**src/hw/rtl/ihex_pkg.sv**
```systemverilog
// Shared definitions for the Intel HEX record parser: result codes,
// character constants and the hex digit decoder.
// No dependencies.
package ihex_pkg;

    // Result kinds reported on the result channel.
    localparam logic [1:0] KIND_DATA  = 2'd0;
    localparam logic [1:0] KIND_EOF   = 2'd1;
    localparam logic [1:0] KIND_PARSE = 2'd2;
    localparam logic [1:0] KIND_RANGE = 2'd3;

    // Characters with a special meaning in the text stream.
    localparam logic [7:0] CHAR_COLON = 8'h3A;
    localparam logic [7:0] CHAR_LF    = 8'h0A;

    // Record types.
    localparam logic [7:0] REC_DATA     = 8'd0;
    localparam logic [7:0] REC_EOF      = 8'd1;
    localparam logic [7:0] REC_EXT_SEG  = 8'd2;
    localparam logic [7:0] REC_START_SEG = 8'd3;
    localparam logic [7:0] REC_EXT_LIN  = 8'd4;
    localparam logic [7:0] REC_START_LIN = 8'd5;

    // Reset value of the image limit register (1 MiB).
    localparam logic [31:0] IMAGE_LIMIT_RESET = 32'h0010_0000;

    // Decoded hex digit.
    typedef struct packed {
        logic       valid;
        logic [3:0] value;
    } hex_digit_t;

    // Decode one ASCII character as a hex digit (0-9, a-f, A-F).
    function automatic hex_digit_t hex_decode(input logic [7:0] c);
        hex_digit_t d;
        d.valid = 1'b1;
        d.value = 4'd0;
        if (c >= 8'h30 && c <= 8'h39) begin
            d.value = 4'(c - 8'h30);
        end else if (c >= 8'h61 && c <= 8'h66) begin
            d.value = 4'(c - 8'h57);
        end else if (c >= 8'h41 && c <= 8'h46) begin
            d.value = 4'(c - 8'h37);
        end else begin
            d.valid = 1'b0;
        end
        return d;
    endfunction

endpackage

```
**src/hw/rtl/intel_hex_record_parser.sv**
```systemverilog
// Intel HEX record parser: one text character in, at most one result out.
// Depends on ihex_pkg for result codes, constants and the hex decoder.
//
// The parser takes one character per clock cycle with no bubbles: an
// accepted character lands in an input register; once the result slot is
// free, a single combinational step updates the parse state and loads the
// result register, so a result follows its character through both registers. Results
// leave through a one-entry output register; when it is held by a stalled
// consumer the input stops after one more character. Data records give one
// result per payload byte with its absolute address; the end of file record
// or any error gives a final result, after which the block consumes input
// silently until reset. The image limit may be written only while idle.
module intel_hex_record_parser (
    input  logic        aclk,
    input  logic        aresetn,

    input  logic        cfg_wr_en,
    input  logic [31:0] cfg_wr_data,

    input  logic        s_valid,
    output logic        s_ready,
    input  logic [7:0]  s_text_char,

    output logic        m_valid,
    input  logic        m_ready,
    output logic [1:0]  m_result_kind,
    output logic [31:0] m_byte_address,
    output logic [7:0]  m_data_byte,
    output logic [31:0] m_image_end
);

    // Parse phases.
    localparam logic [2:0] PH_LINE_START = 3'd0;
    localparam logic [2:0] PH_SKIP       = 3'd1;
    localparam logic [2:0] PH_LEN        = 3'd2;
    localparam logic [2:0] PH_ADDR       = 3'd3;
    localparam logic [2:0] PH_TYPE       = 3'd4;
    localparam logic [2:0] PH_PAYLOAD    = 3'd5;
    localparam logic [2:0] PH_CHECK      = 3'd6;

    logic [31:0] image_limit_reg;

    logic        in_valid_reg;
    logic [7:0]  in_char_reg;

    logic [2:0]  phase_reg,          phase_next;
    logic [3:0]  nibble_high_reg,    nibble_high_next;
    logic        nibble_pending_reg, nibble_pending_next;
    logic [7:0]  record_length_reg,  record_length_next;
    logic [7:0]  bytes_done_reg,     bytes_done_next;
    logic [31:0] record_address_reg, record_address_next;
    logic [7:0]  record_type_reg,    record_type_next;
    logic [7:0]  running_sum_reg,    running_sum_next;
    logic [31:0] base_offset_reg,    base_offset_next;
    logic [31:0] high_water_reg,     high_water_next;
    logic        halted_reg,         halted_next;

    logic        m_valid_reg;
    logic [1:0]  m_kind_reg;
    logic [31:0] m_addr_reg;
    logic [7:0]  m_byte_reg;
    logic [31:0] m_end_reg;

    logic        out_free;
    logic        step;
    logic        res_valid;
    logic [1:0]  res_kind;
    logic [31:0] res_addr;
    logic [7:0]  res_byte;

    ihex_pkg::hex_digit_t digit;
    logic [7:0]  byte_val;
    logic [7:0]  sum_with_byte;
    logic [31:0] rec_start;
    logic [31:0] rec_end;

    // Handshake: the step runs when a character waits and the result slot is free.
    assign out_free = !m_valid_reg || m_ready;
    assign step     = in_valid_reg && out_free;
    assign s_ready  = !in_valid_reg || out_free;

    // Datapath helpers for the current character.
    assign digit         = ihex_pkg::hex_decode(in_char_reg);
    assign byte_val      = {nibble_high_reg, digit.value};
    assign sum_with_byte = running_sum_reg + byte_val;
    assign rec_start     = record_address_reg + base_offset_reg;
    assign rec_end       = rec_start + {24'd0, record_length_reg};

    // One parse step for the character in the input register.
    always_comb begin
        phase_next          = phase_reg;
        nibble_high_next    = nibble_high_reg;
        nibble_pending_next = nibble_pending_reg;
        record_length_next  = record_length_reg;
        bytes_done_next     = bytes_done_reg;
        record_address_next = record_address_reg;
        record_type_next    = record_type_reg;
        running_sum_next    = running_sum_reg;
        base_offset_next    = base_offset_reg;
        high_water_next     = high_water_reg;
        halted_next         = halted_reg;
        res_valid           = 1'b0;
        res_kind            = ihex_pkg::KIND_DATA;
        res_addr            = 32'd0;
        res_byte            = 8'd0;

        if (!halted_reg) begin
            case (phase_reg)
                PH_LINE_START: begin
                    if (in_char_reg == ihex_pkg::CHAR_COLON) begin
                        phase_next          = PH_LEN;
                        running_sum_next    = 8'd0;
                        nibble_pending_next = 1'b0;
                        bytes_done_next     = 8'd0;
                        record_address_next = 32'd0;
                    end else if (in_char_reg != ihex_pkg::CHAR_LF) begin
                        phase_next = PH_SKIP;
                    end
                end
                PH_LEN, PH_ADDR, PH_TYPE, PH_PAYLOAD, PH_CHECK: begin
                    if (in_char_reg == ihex_pkg::CHAR_LF || !digit.valid) begin
                        // A short line or a stray character inside a record.
                        halted_next = 1'b1;
                        res_valid   = 1'b1;
                        res_kind    = ihex_pkg::KIND_PARSE;
                    end else if (!nibble_pending_reg) begin
                        nibble_high_next    = digit.value;
                        nibble_pending_next = 1'b1;
                    end else begin
                        nibble_pending_next = 1'b0;
                        case (phase_reg)
                            PH_LEN: begin
                                record_length_next = byte_val;
                                running_sum_next   = sum_with_byte;
                                bytes_done_next    = 8'd0;
                                phase_next         = PH_ADDR;
                            end
                            PH_ADDR: begin
                                record_address_next = {16'd0, record_address_reg[7:0], byte_val};
                                running_sum_next    = sum_with_byte;
                                bytes_done_next     = bytes_done_reg + 8'd1;
                                if (bytes_done_reg + 8'd1 >= 8'd2) begin
                                    phase_next = PH_TYPE;
                                end
                            end
                            PH_TYPE: begin
                                record_type_next = byte_val;
                                running_sum_next = sum_with_byte;
                                bytes_done_next  = 8'd0;
                                case (byte_val)
                                    ihex_pkg::REC_DATA: begin
                                        record_address_next = rec_start;
                                        phase_next = (record_length_reg != 8'd0) ?
                                                     PH_PAYLOAD : PH_CHECK;
                                        // Track the image end and check the limit.
                                        if (rec_end > high_water_reg) begin
                                            high_water_next = rec_end;
                                            if (rec_end > image_limit_reg) begin
                                                halted_next = 1'b1;
                                                res_valid   = 1'b1;
                                                res_kind    = ihex_pkg::KIND_RANGE;
                                            end
                                        end
                                    end
                                    ihex_pkg::REC_EOF: begin
                                        halted_next = 1'b1;
                                        res_valid   = 1'b1;
                                        res_kind    = (record_length_reg != 8'd0) ?
                                                      ihex_pkg::KIND_PARSE :
                                                      ihex_pkg::KIND_EOF;
                                    end
                                    ihex_pkg::REC_EXT_SEG, ihex_pkg::REC_EXT_LIN: begin
                                        if (record_length_reg != 8'd2) begin
                                            halted_next = 1'b1;
                                            res_valid   = 1'b1;
                                            res_kind    = ihex_pkg::KIND_PARSE;
                                        end else begin
                                            record_address_next = 32'd0;
                                            phase_next          = PH_PAYLOAD;
                                        end
                                    end
                                    ihex_pkg::REC_START_SEG, ihex_pkg::REC_START_LIN: begin
                                        phase_next = (record_length_reg != 8'd0) ?
                                                     PH_PAYLOAD : PH_CHECK;
                                    end
                                    default: begin
                                        halted_next = 1'b1;
                                        res_valid   = 1'b1;
                                        res_kind    = ihex_pkg::KIND_PARSE;
                                    end
                                endcase
                            end
                            PH_PAYLOAD: begin
                                running_sum_next = sum_with_byte;
                                if (record_type_reg == ihex_pkg::REC_DATA) begin
                                    res_valid = 1'b1;
                                    res_kind  = ihex_pkg::KIND_DATA;
                                    res_addr  = record_address_reg + {24'd0, bytes_done_reg};
                                    res_byte  = byte_val;
                                end else if (record_type_reg == ihex_pkg::REC_EXT_SEG ||
                                             record_type_reg == ihex_pkg::REC_EXT_LIN) begin
                                    record_address_next =
                                        {16'd0, record_address_reg[7:0], byte_val};
                                end
                                bytes_done_next = bytes_done_reg + 8'd1;
                                // Last payload byte: commit an extended address.
                                if (bytes_done_reg + 8'd1 >= record_length_reg) begin
                                    if (record_type_reg == ihex_pkg::REC_EXT_SEG) begin
                                        base_offset_next =
                                            {12'd0, record_address_next[15:0], 4'd0};
                                    end else if (record_type_reg == ihex_pkg::REC_EXT_LIN) begin
                                        base_offset_next = {record_address_next[15:0], 16'd0};
                                    end
                                    phase_next = PH_CHECK;
                                end
                            end
                            PH_CHECK: begin
                                if (sum_with_byte != 8'd0) begin
                                    halted_next = 1'b1;
                                    res_valid   = 1'b1;
                                    res_kind    = ihex_pkg::KIND_PARSE;
                                end else begin
                                    phase_next = PH_SKIP;
                                end
                            end
                            default: begin
                                phase_next = PH_SKIP;
                            end
                        endcase
                    end
                end
                default: begin
                    // Skipping the rest of a line up to the newline.
                    phase_next = (in_char_reg == ihex_pkg::CHAR_LF) ? PH_LINE_START : PH_SKIP;
                end
            endcase
        end
    end

    // Configuration register.
    always_ff @(posedge aclk) begin
        if (!aresetn) begin
            image_limit_reg <= ihex_pkg::IMAGE_LIMIT_RESET;
        end else if (cfg_wr_en) begin
            image_limit_reg <= cfg_wr_data;
        end
    end

    // Input register: holds one character until the step can run.
    always_ff @(posedge aclk) begin
        if (!aresetn) begin
            in_valid_reg <= 1'b0;
        end else if (s_ready) begin
            in_valid_reg <= s_valid;
        end
    end

    always_ff @(posedge aclk) begin
        if (s_ready && s_valid) begin
            in_char_reg <= s_text_char;
        end
    end

    // Parse state, updated once per consumed character.
    always_ff @(posedge aclk) begin
        if (!aresetn) begin
            phase_reg          <= PH_LINE_START;
            nibble_high_reg    <= 4'd0;
            nibble_pending_reg <= 1'b0;
            record_length_reg  <= 8'd0;
            bytes_done_reg     <= 8'd0;
            record_address_reg <= 32'd0;
            record_type_reg    <= 8'd0;
            running_sum_reg    <= 8'd0;
            base_offset_reg    <= 32'd0;
            high_water_reg     <= 32'd0;
            halted_reg         <= 1'b0;
        end else if (step) begin
            phase_reg          <= phase_next;
            nibble_high_reg    <= nibble_high_next;
            nibble_pending_reg <= nibble_pending_next;
            record_length_reg  <= record_length_next;
            bytes_done_reg     <= bytes_done_next;
            record_address_reg <= record_address_next;
            record_type_reg    <= record_type_next;
            running_sum_reg    <= running_sum_next;
            base_offset_reg    <= base_offset_next;
            high_water_reg     <= high_water_next;
            halted_reg         <= halted_next;
        end
    end

    // Result register: loaded whenever the slot is free.
    always_ff @(posedge aclk) begin
        if (!aresetn) begin
            m_valid_reg <= 1'b0;
        end else if (out_free) begin
            m_valid_reg <= step && res_valid;
        end
    end

    always_ff @(posedge aclk) begin
        if (step && res_valid) begin
            m_kind_reg <= res_kind;
            m_addr_reg <= res_addr;
            m_byte_reg <= res_byte;
            m_end_reg  <= high_water_next;
        end
    end

    assign m_valid        = m_valid_reg;
    assign m_result_kind  = m_kind_reg;
    assign m_byte_address = m_addr_reg;
    assign m_data_byte    = m_byte_reg;
    assign m_image_end    = m_end_reg;

    // Once halted, the parser stays halted until reset.
    assert property (@(posedge aclk) disable iff (!aresetn)
        halted_reg |=> halted_reg)
        else $error("parser left the halted state without reset");

    // A character consumed while halted never produces a result.
    assert property (@(posedge aclk) disable iff (!aresetn)
        (step && halted_reg) |=> !m_valid_reg)
        else $error("result produced after end of file or error");

    // Outside a record no half-read hex pair is pending.
    assert property (@(posedge aclk) disable iff (!aresetn)
        (phase_reg == PH_LINE_START || phase_reg == PH_SKIP) |-> !nibble_pending_reg)
        else $error("hex nibble pending outside a record");

    // Non-data results carry zero address and byte fields.
    assert property (@(posedge aclk) disable iff (!aresetn)
        (m_valid_reg && m_kind_reg != ihex_pkg::KIND_DATA)
            |-> (m_addr_reg == 32'd0 && m_byte_reg == 8'd0))
        else $error("non-data result carries address or data");

endmodule
```
**config.mk**
```make
export PLATFORM = sky130hd
export DESIGN_NAME = intel_hex_record_parser
export DESIGN_NICKNAME = d
export VERILOG_FILES = /design/src/hw/rtl/ihex_pkg.sv /design/src/hw/rtl/intel_hex_record_parser.sv
export SDC_FILE = /design/constraint.sdc
export NUM_CORES = 1
export LEC_CHECK = 0
export BUFFER_PORTS_ARGS = -buffer_cell sky130_fd_sc_hd__buf_2
export CORE_MARGIN = 10
export CORE_UTILIZATION = 25
export DETAILED_ROUTE_END_ITERATION = 16
export GPL_TIMING_DRIVEN = 1
export PLACE_DENSITY_LB_ADDON = 0.25
export SLEW_MARGIN = 20
export SYNTH_ARGS = -nofsm -noshare
export SYNTH_HDL_FRONTEND = slang
export SYNTH_SLANG_ARGS = --single-unit
```
**constraint.sdc**
```tcl
create_clock -name aclk -period 13.2 [get_ports aclk]
set_clock_uncertainty 0.1 [all_clocks]
set_input_delay 1.32 -clock aclk [delete_from_list [all_inputs] [get_ports aclk]]
set_output_delay 1.32 -clock aclk [all_outputs]
set_load 0.02 [all_outputs]
```
# After elaboration in Yosys (flattened, before gate mapping)
# Index checks and enable logic that the tools add are counted.
# totals
register_bits	253
inputBits	45
out_inout_bits	76
elab_cells	191
# classes
addsub	8
order_cmp	10
eq_ne	31
mux	75
bitwise	6
n_reduce_logical	40
# ops
op	n
2-to-1 mux 32 bit	15
one-hot mux 32 bit (2 select lines)	2
one-hot mux 32 bit (3 select lines)	1
adder 32 x 8 -> 32 bit	2
> comparator 32 bit	2
2-to-1 mux 8 bit	6
one-hot mux 8 bit (2 select lines)	3
adder 32 bit	1
equality test 8 x 2 -> 1 bit, second input constant	3
equality test 8 x 3 -> 1 bit, second input constant	3
2-to-1 mux 3 bit	8
!= test 3 bit, second input constant	7
2-to-1 mux 1 bit	20
>= comparator 8 x 7 -> 1 bit, second input constant	2
<= comparator 8 x 7 -> 1 bit, second input constant	2
zero test 8 bit	2
2-to-1 mux 2 bit	8
nonzero test 8 bit	2
one-hot mux 3 bit (5 select lines)	1
AND reduction 7 bit	2
2-to-1 mux 4 bit	3
one-hot mux 3 bit (2 select lines)	2
AND reduction 6 bit	2
AND reduction 11 bit	1
other kinds (38)	70

# Depth between registers and ports, before layout
# depth
ltp_word	14
ltp_mapped	26
ltp_nobuf	25

# Worst setup path after synthesis
# No wires, ideal clock.
# synth_timing
path_kind	register to register
from	register record_address_reg[4]
to	register m_addr_reg[0], in the netlist m_byte_address[0], enable pin
setup_ns	0.532
arrival_ns	8.123
required_time_ns	12.568
slack_ns	4.445
path_stages_with_launch	23
path_cell_list	dfxtp_1 ha_1 fa_1 a211oi_2 o21ai_2 a211o_1 a21oi_1 xnor2_1 nand3_1 and4bb_2 nand4_1 xor2_1 inv_1 ha_1 nand4_1 nor2_1 and3_1 o21ai_0 o221ai_1 o21ai_0 o21ai_0 a21oi_1 a21oi_1
# synth_via
elab_chain_cells	12
# synth_rtl
item	line_no	text
start: declaration	intel_hex_record_parser.sv:51	logic [31:0] record_address_reg, record_address_next;
start signal: assignment	intel_hex_record_parser.sv:284	record_address_reg <= record_address_next;
adder 32 bit *	intel_hex_record_parser.sv:86	assign rec_start = record_address_reg + base_offset_reg;
adder 32 x 8 -> 32 bit *	intel_hex_record_parser.sv:87	assign rec_end = rec_start + {24'd0, record_length_reg};
> comparator 32 bit	intel_hex_record_parser.sv:158	if (rec_end > image_limit_reg) begin
2-to-1 mux 1 bit	intel_hex_record_parser.sv:158	
2-to-1 mux 1 bit *	intel_hex_record_parser.sv:156	if (rec_end > high_water_reg) begin
one-hot mux 1 bit (3 select lines) *	intel_hex_record_parser.sv:150	case (byte_val)
one-hot mux 1 bit (3 select lines) *	intel_hex_record_parser.sv:131	case (phase_reg)
2-to-1 mux 1 bit *	intel_hex_record_parser.sv:126	end else if (!nibble_pending_reg) begin
2-to-1 mux 1 bit *	intel_hex_record_parser.sv:121	if (in_char_reg == ihex_pkg::CHAR_LF || !digit.valid) begin
2-to-1 mux 1 bit *	intel_hex_record_parser.sv:108	case (phase_reg)
2-to-1 mux 1 bit *	intel_hex_record_parser.sv:107	if (!halted_reg) begin
logical AND 1 bit *	intel_hex_record_parser.sv:303	if (step && res_valid) begin
end signal: assignment	intel_hex_record_parser.sv:305	m_addr_reg <= res_addr;
end: declaration	intel_hex_record_parser.sv:60	logic [31:0] m_addr_reg;
# Mark *: on every way between the ends. The rest lies on a longest branch, timed or not.
# A chain may end at the register's enable or synchronous reset.

# Worst setup path in the final report
# layout_timing
from	register record_address_reg[4]
to	register high_water_reg[25]
# layout_via
elab_chain_cells	10
# layout_rtl
item	line_no	text
adder 32 bit *	intel_hex_record_parser.sv:86	
adder 32 x 8 -> 32 bit *	intel_hex_record_parser.sv:87	
> comparator 32 bit	intel_hex_record_parser.sv:156	
2-to-1 mux 32 bit *	intel_hex_record_parser.sv:156	
2-to-1 mux 32 bit *	intel_hex_record_parser.sv:150	
2-to-1 mux 32 bit *	intel_hex_record_parser.sv:131	
2-to-1 mux 32 bit *	intel_hex_record_parser.sv:126	
2-to-1 mux 32 bit *	intel_hex_record_parser.sv:121	
2-to-1 mux 32 bit *	intel_hex_record_parser.sv:108	
2-to-1 mux 32 bit *	intel_hex_record_parser.sv:107	
end signal: assignment	intel_hex_record_parser.sv:288	high_water_reg <= high_water_next;
end: declaration	intel_hex_record_parser.sv:55	logic [31:0] high_water_reg, high_water_next;
# Marked as above.

==> summary.md <==
| Metric | Value |
|---|---|
| Power per cell area | `96.17 nW/µm²` |
| Crit-path cells | `ha_1 > fa_1 > a211oi_2 > o21ai_2 > a211o_1 > a21oi_1 > xnor2_1 > nand3_1 > and4bb_2 > nand4_1 > xor2_1 > inv_1 > ha_1 > nand4_1 > nor2_1 > and3_1 > o21ai_0 > o221ai_1 > o21a_2 > nand2_1 > buf_4 > nor2_2 > mux2i_1 > nor2_1` |
| GR Overflow Total | `0` |
| Via count | `13.20k` |
| Hold-fix buffers at CTS | `0` |
| Critical path type | `flop to flop` |
| Min-Delay Path Class | `flop to flop` |
| Simple-gate share of the synthesized area | `roughly 18%` |
| Post-CTS setup buffer count | `0` |
| Area leader, netlist | `dfxtp_1` |
| Layout cell share with drive strength beyond 1 | `around 14%` |
| Final antenna diode count | `0` |
| Largest net degree at the start of global routing | `85` |
| Worst R2R Setup Slack | `6.36 ns` |
| Min Hold Slack | `approximately 0.36 ns` |
| Drt initial violations | `740` |
| XOR/XNOR Fraction of Synth Area | `around 5.1%` |
| Number of H-tree levels | `1` |
| Worst-path fanout max | `44` |
| Fin nets | `2,055` |
| WP data required | `roughly 14 ns` |
| Critical path capture point type | `flop` |
| Hold Crit Endpoint | `base_offset_reg[29]` |
| Synth Area in Compound Gates | `between 10% and 20%` |
| Dpl ws | `around 6.4 ns` |
| Number of placement rows | `91` |
| Syn_nets | `~2.0k` |
| Max-Cap Viols | `0` |
| CTS max path bufs | `3` |
| Post-synth cell types | `87` |
| Tot Pwr | `between 1.5 and 2 mW` |
| Crit path from | `record_address_reg[4]` |
| GRT Total Usage | `a little over an eighth` |
| Syn Inst Count | `~1.8k` |
| Sequential fraction of the synthesis area | `between 30% and 40%` |
| Synth Area per Inst | `just under 9 µm²` |
| Top delay family on crit path | `simple AND/OR/NAND/NOR gates` |
| Pleak | `7.128 nW` |
| Placer Congestion | `around 0.82` |
| Post-detailed-route via-to-cell ratio | `4.818` |
| CP startpoint kind | `flop` |
| Hold Fails Final Rpt | `0` |
| Filler cells | `~6.6k` |
| TritonRoute pass-1 iters | `5` |
| Die Wd | `270.2 µm` |
| Layout area overhead | `16.07%` |
| Core area | `a little over 60,000 µm²` |
| Final WS setup | `6.358 ns` |
| Vias in the first global route | `between 10k and 15k` |
| Die area | `~73,000 µm²` |
| VDD IR max | `0.00008830 V` |
| CTS Sinks | `249` |
| Number of flops mapped to enable cells by yosys | `approximately 80` |
| CP max stage delay | `between 0.8 and 0.9 ns` |
| Post-Synth Adder-Cell Area | `a little over a tenth` |
| Post-route ant nets | `0` |
| Worst r2r src | `record_address_reg[4]` |
| DRC | `0` |
| Seq cells post-synth | `249` |
| Mux cell area share after synthesis | `under 10%` |
| First-pass GRT wire length | `77,510 µm` |
| Worst-margin pin slew | `approximately 1.2 ns` |
| CP max stage cell | `nor2_2` |
| Asr flop ratio synth | `0%` |
| CTS tree | `done` |
| RSZ-0062 raised after global routing | `no` |
| DRT Wirelength | `slightly below 50,000 µm` |
| Clk Latency, worst-skew pair | `just under 0.6 ns` |
| I/O pin total | `121` |
| Clock transition at path regs | `around 0.060 ns` |
| Buf/Inv on CP | `2` |
| Largest family of logic cells by synthesized area | `simple AND/OR/NAND/NOR gates` |
| Initial Util | `between 20% and 30%` |
| Slew margin rel. | `21.74%` |
| Core Util, Final | `29.37%` |
| Cts repair resizes | `0` |
| R2r worst-path depth | `24` |
| Root Buffer | `clkbuf_16` |
| Ys Warns | `0` |
| Initial antenna violation count | `0` |
| Port Buffers | `120` |
| Most frequent cell after synthesis | `nor2_1` |
| Final Cycle Share | `between 50 and 60%` |
| Most area-consuming cells after synthesis | `dfxtp_1, edfxtp_1, ha_1` |
| Die Y | `270.2 µm` |
| Number of buffers created by CTS | `30` |
| Period minus WS final | `a little under 7 ns` |
| Top cells by count, synth | `nor2_1, dfxtp_1, nand2_1` |
| Capturing point of the worst reg2reg path | `high_water_reg[25]` |
| Mapped Area | `15,650 µm²` |
| Worst Hold Launch | `base_offset_reg[29]` |
| Share of the synthesized area in the top cell type | `a little over a fifth` |
| Final Max Tran Viols | `0` |
| Worst Hold Depth | `2` |
| F_max | `146.2 MHz` |
| HPWL after DPL | `37,610 µm` |
| Wire per inst | `around 18 µm` |
| Synth Flop Type | `dfxtp_1` |
| Total Neg Setup Slack | `0 ns` |
| Outcome | `finished clean` |
| Final setup vio count | `0` |
| Critical Path AT | `between 7 and 8 ns` |
==> worst reg2reg max path: cells and delay by family (launching register included) <==
family / cells / cell delay, ns
XOR/XNOR: 2 / 0.56
adder cells (fa/ha/maj): 3 / 1.04
multiplexers: 1 / 0.31
AND/OR/NAND/NOR: 9 / 2.18
buffers and inverters: 2 / 0.39
AO/OA/AOI/OAI: 7 / 1.75
flip-flops: 1 / 0.38
==> report_power, final <==
part           internal, mW  switching (mW)
Sequential            0.796         0.00703
Combinational        0.0260          0.0434
Clock                 0.529           0.345
==> metal layers <==
metal,vias to the layer above,GRT usage (%),share of wire [%]
met1,6286,16.01,43
met3,66,1.903,4.0
met2,271,23.72,51
met4,0,3.543,2.5
met5,-,0,0
li1,6574,-,-
==> placed cells by master (no fill, tap or decap), drive strengths merged, types with 5 or more instances in the layout <==
| master | netlist | routed |
|---|---|---|
| inv | 125 | 126 |
| ha | 128 | 128 |
| o211ai | 13 | 13 |
| nand3 | 72 | 72 |
| nand2b | 12 | 12 |
| or4 | 9 | 9 |
| buf | 19 | 137 |
| nor4 | 10 | 10 |
| nand2 | 159 | 159 |
| a21o | 39 | 39 |
| clkinv | 0 | 11 |
| nor2b | 11 | 11 |
| o21ai | 69 | 69 |
| clkbuf | 55 | 36 |
| nor3b | 6 | 6 |
| a22oi | 17 | 17 |
| and3 | 9 | 9 |
| mux2i | 60 | 60 |
| mux2 | 26 | 26 |
| a21oi | 150 | 150 |
| nand3b | 8 | 8 |
| bufinv | 0 | 5 |
| o21a | 17 | 17 |
| a211oi | 34 | 34 |
| nor2 | 214 | 214 |
| dfxtp | 167 | 167 |
| o221ai | 5 | 5 |
| a21boi | 8 | 8 |
| or3 | 16 | 16 |
| xnor2 | 48 | 48 |
| a31oi | 9 | 9 |
| and2 | 14 | 14 |
| a22o | 6 | 6 |
| nor3 | 35 | 35 |
| xor2 | 37 | 37 |
| and4 | 5 | 5 |
| edfxtp | 82 | 82 |
| nand4 | 25 | 25 |
==> worst max-delay path by stage <==
stage / to / depth (start not counted)
finish: high_water_reg[25] / 24
global route: high_water_reg[26] / 24
CTS: m_byte_address[1] / 23
detailed placement: m_byte_address[27] / 23
global placement: m_byte_address[27] / 23
floorplan: m_byte_address[0] / 22
==> cell type report <==
| cell class | instances | area, µm² | share of cell area (%) |
|---|---|---|---|
| timing repair buffer | 137 | 728.2 | 4.010 |
| clock buffer | 36 | 804.5 | 4.430 |
| inverter | 125 | 471.7 | 2.597 |
| tap | 837 | 1047 | 5.766 |
| clock inverter | 20 | 230.2 | 1.268 |
| multi-input combinational | 1335 | 9074 | 49.96 |
| sequential | 249 | 5806 | 31.97 |
==> metrics by stage <==
step | instances | area [µm²]
5_1_grt | 2739 | 18160
3_5_place_dp | 2683 | 17120
3_3_place_gp | 2683 | 17120
2_1_floorplan | 1783 | 15650
4_1_cts | 2739 | 18160
6_report | 2739 | 18160
==> kinds of logic after synthesis <==
group                      count (synthesis)
and+or+nand+nor                          613
AOI/OAI and AO/OA                        418
DFF                                      249
buffers and inverters                    199
adders and majority gates                133
muxes                                     86
xor gates and xnor gates                  85
Note: power is estimated with default switching activity, not from simulation.
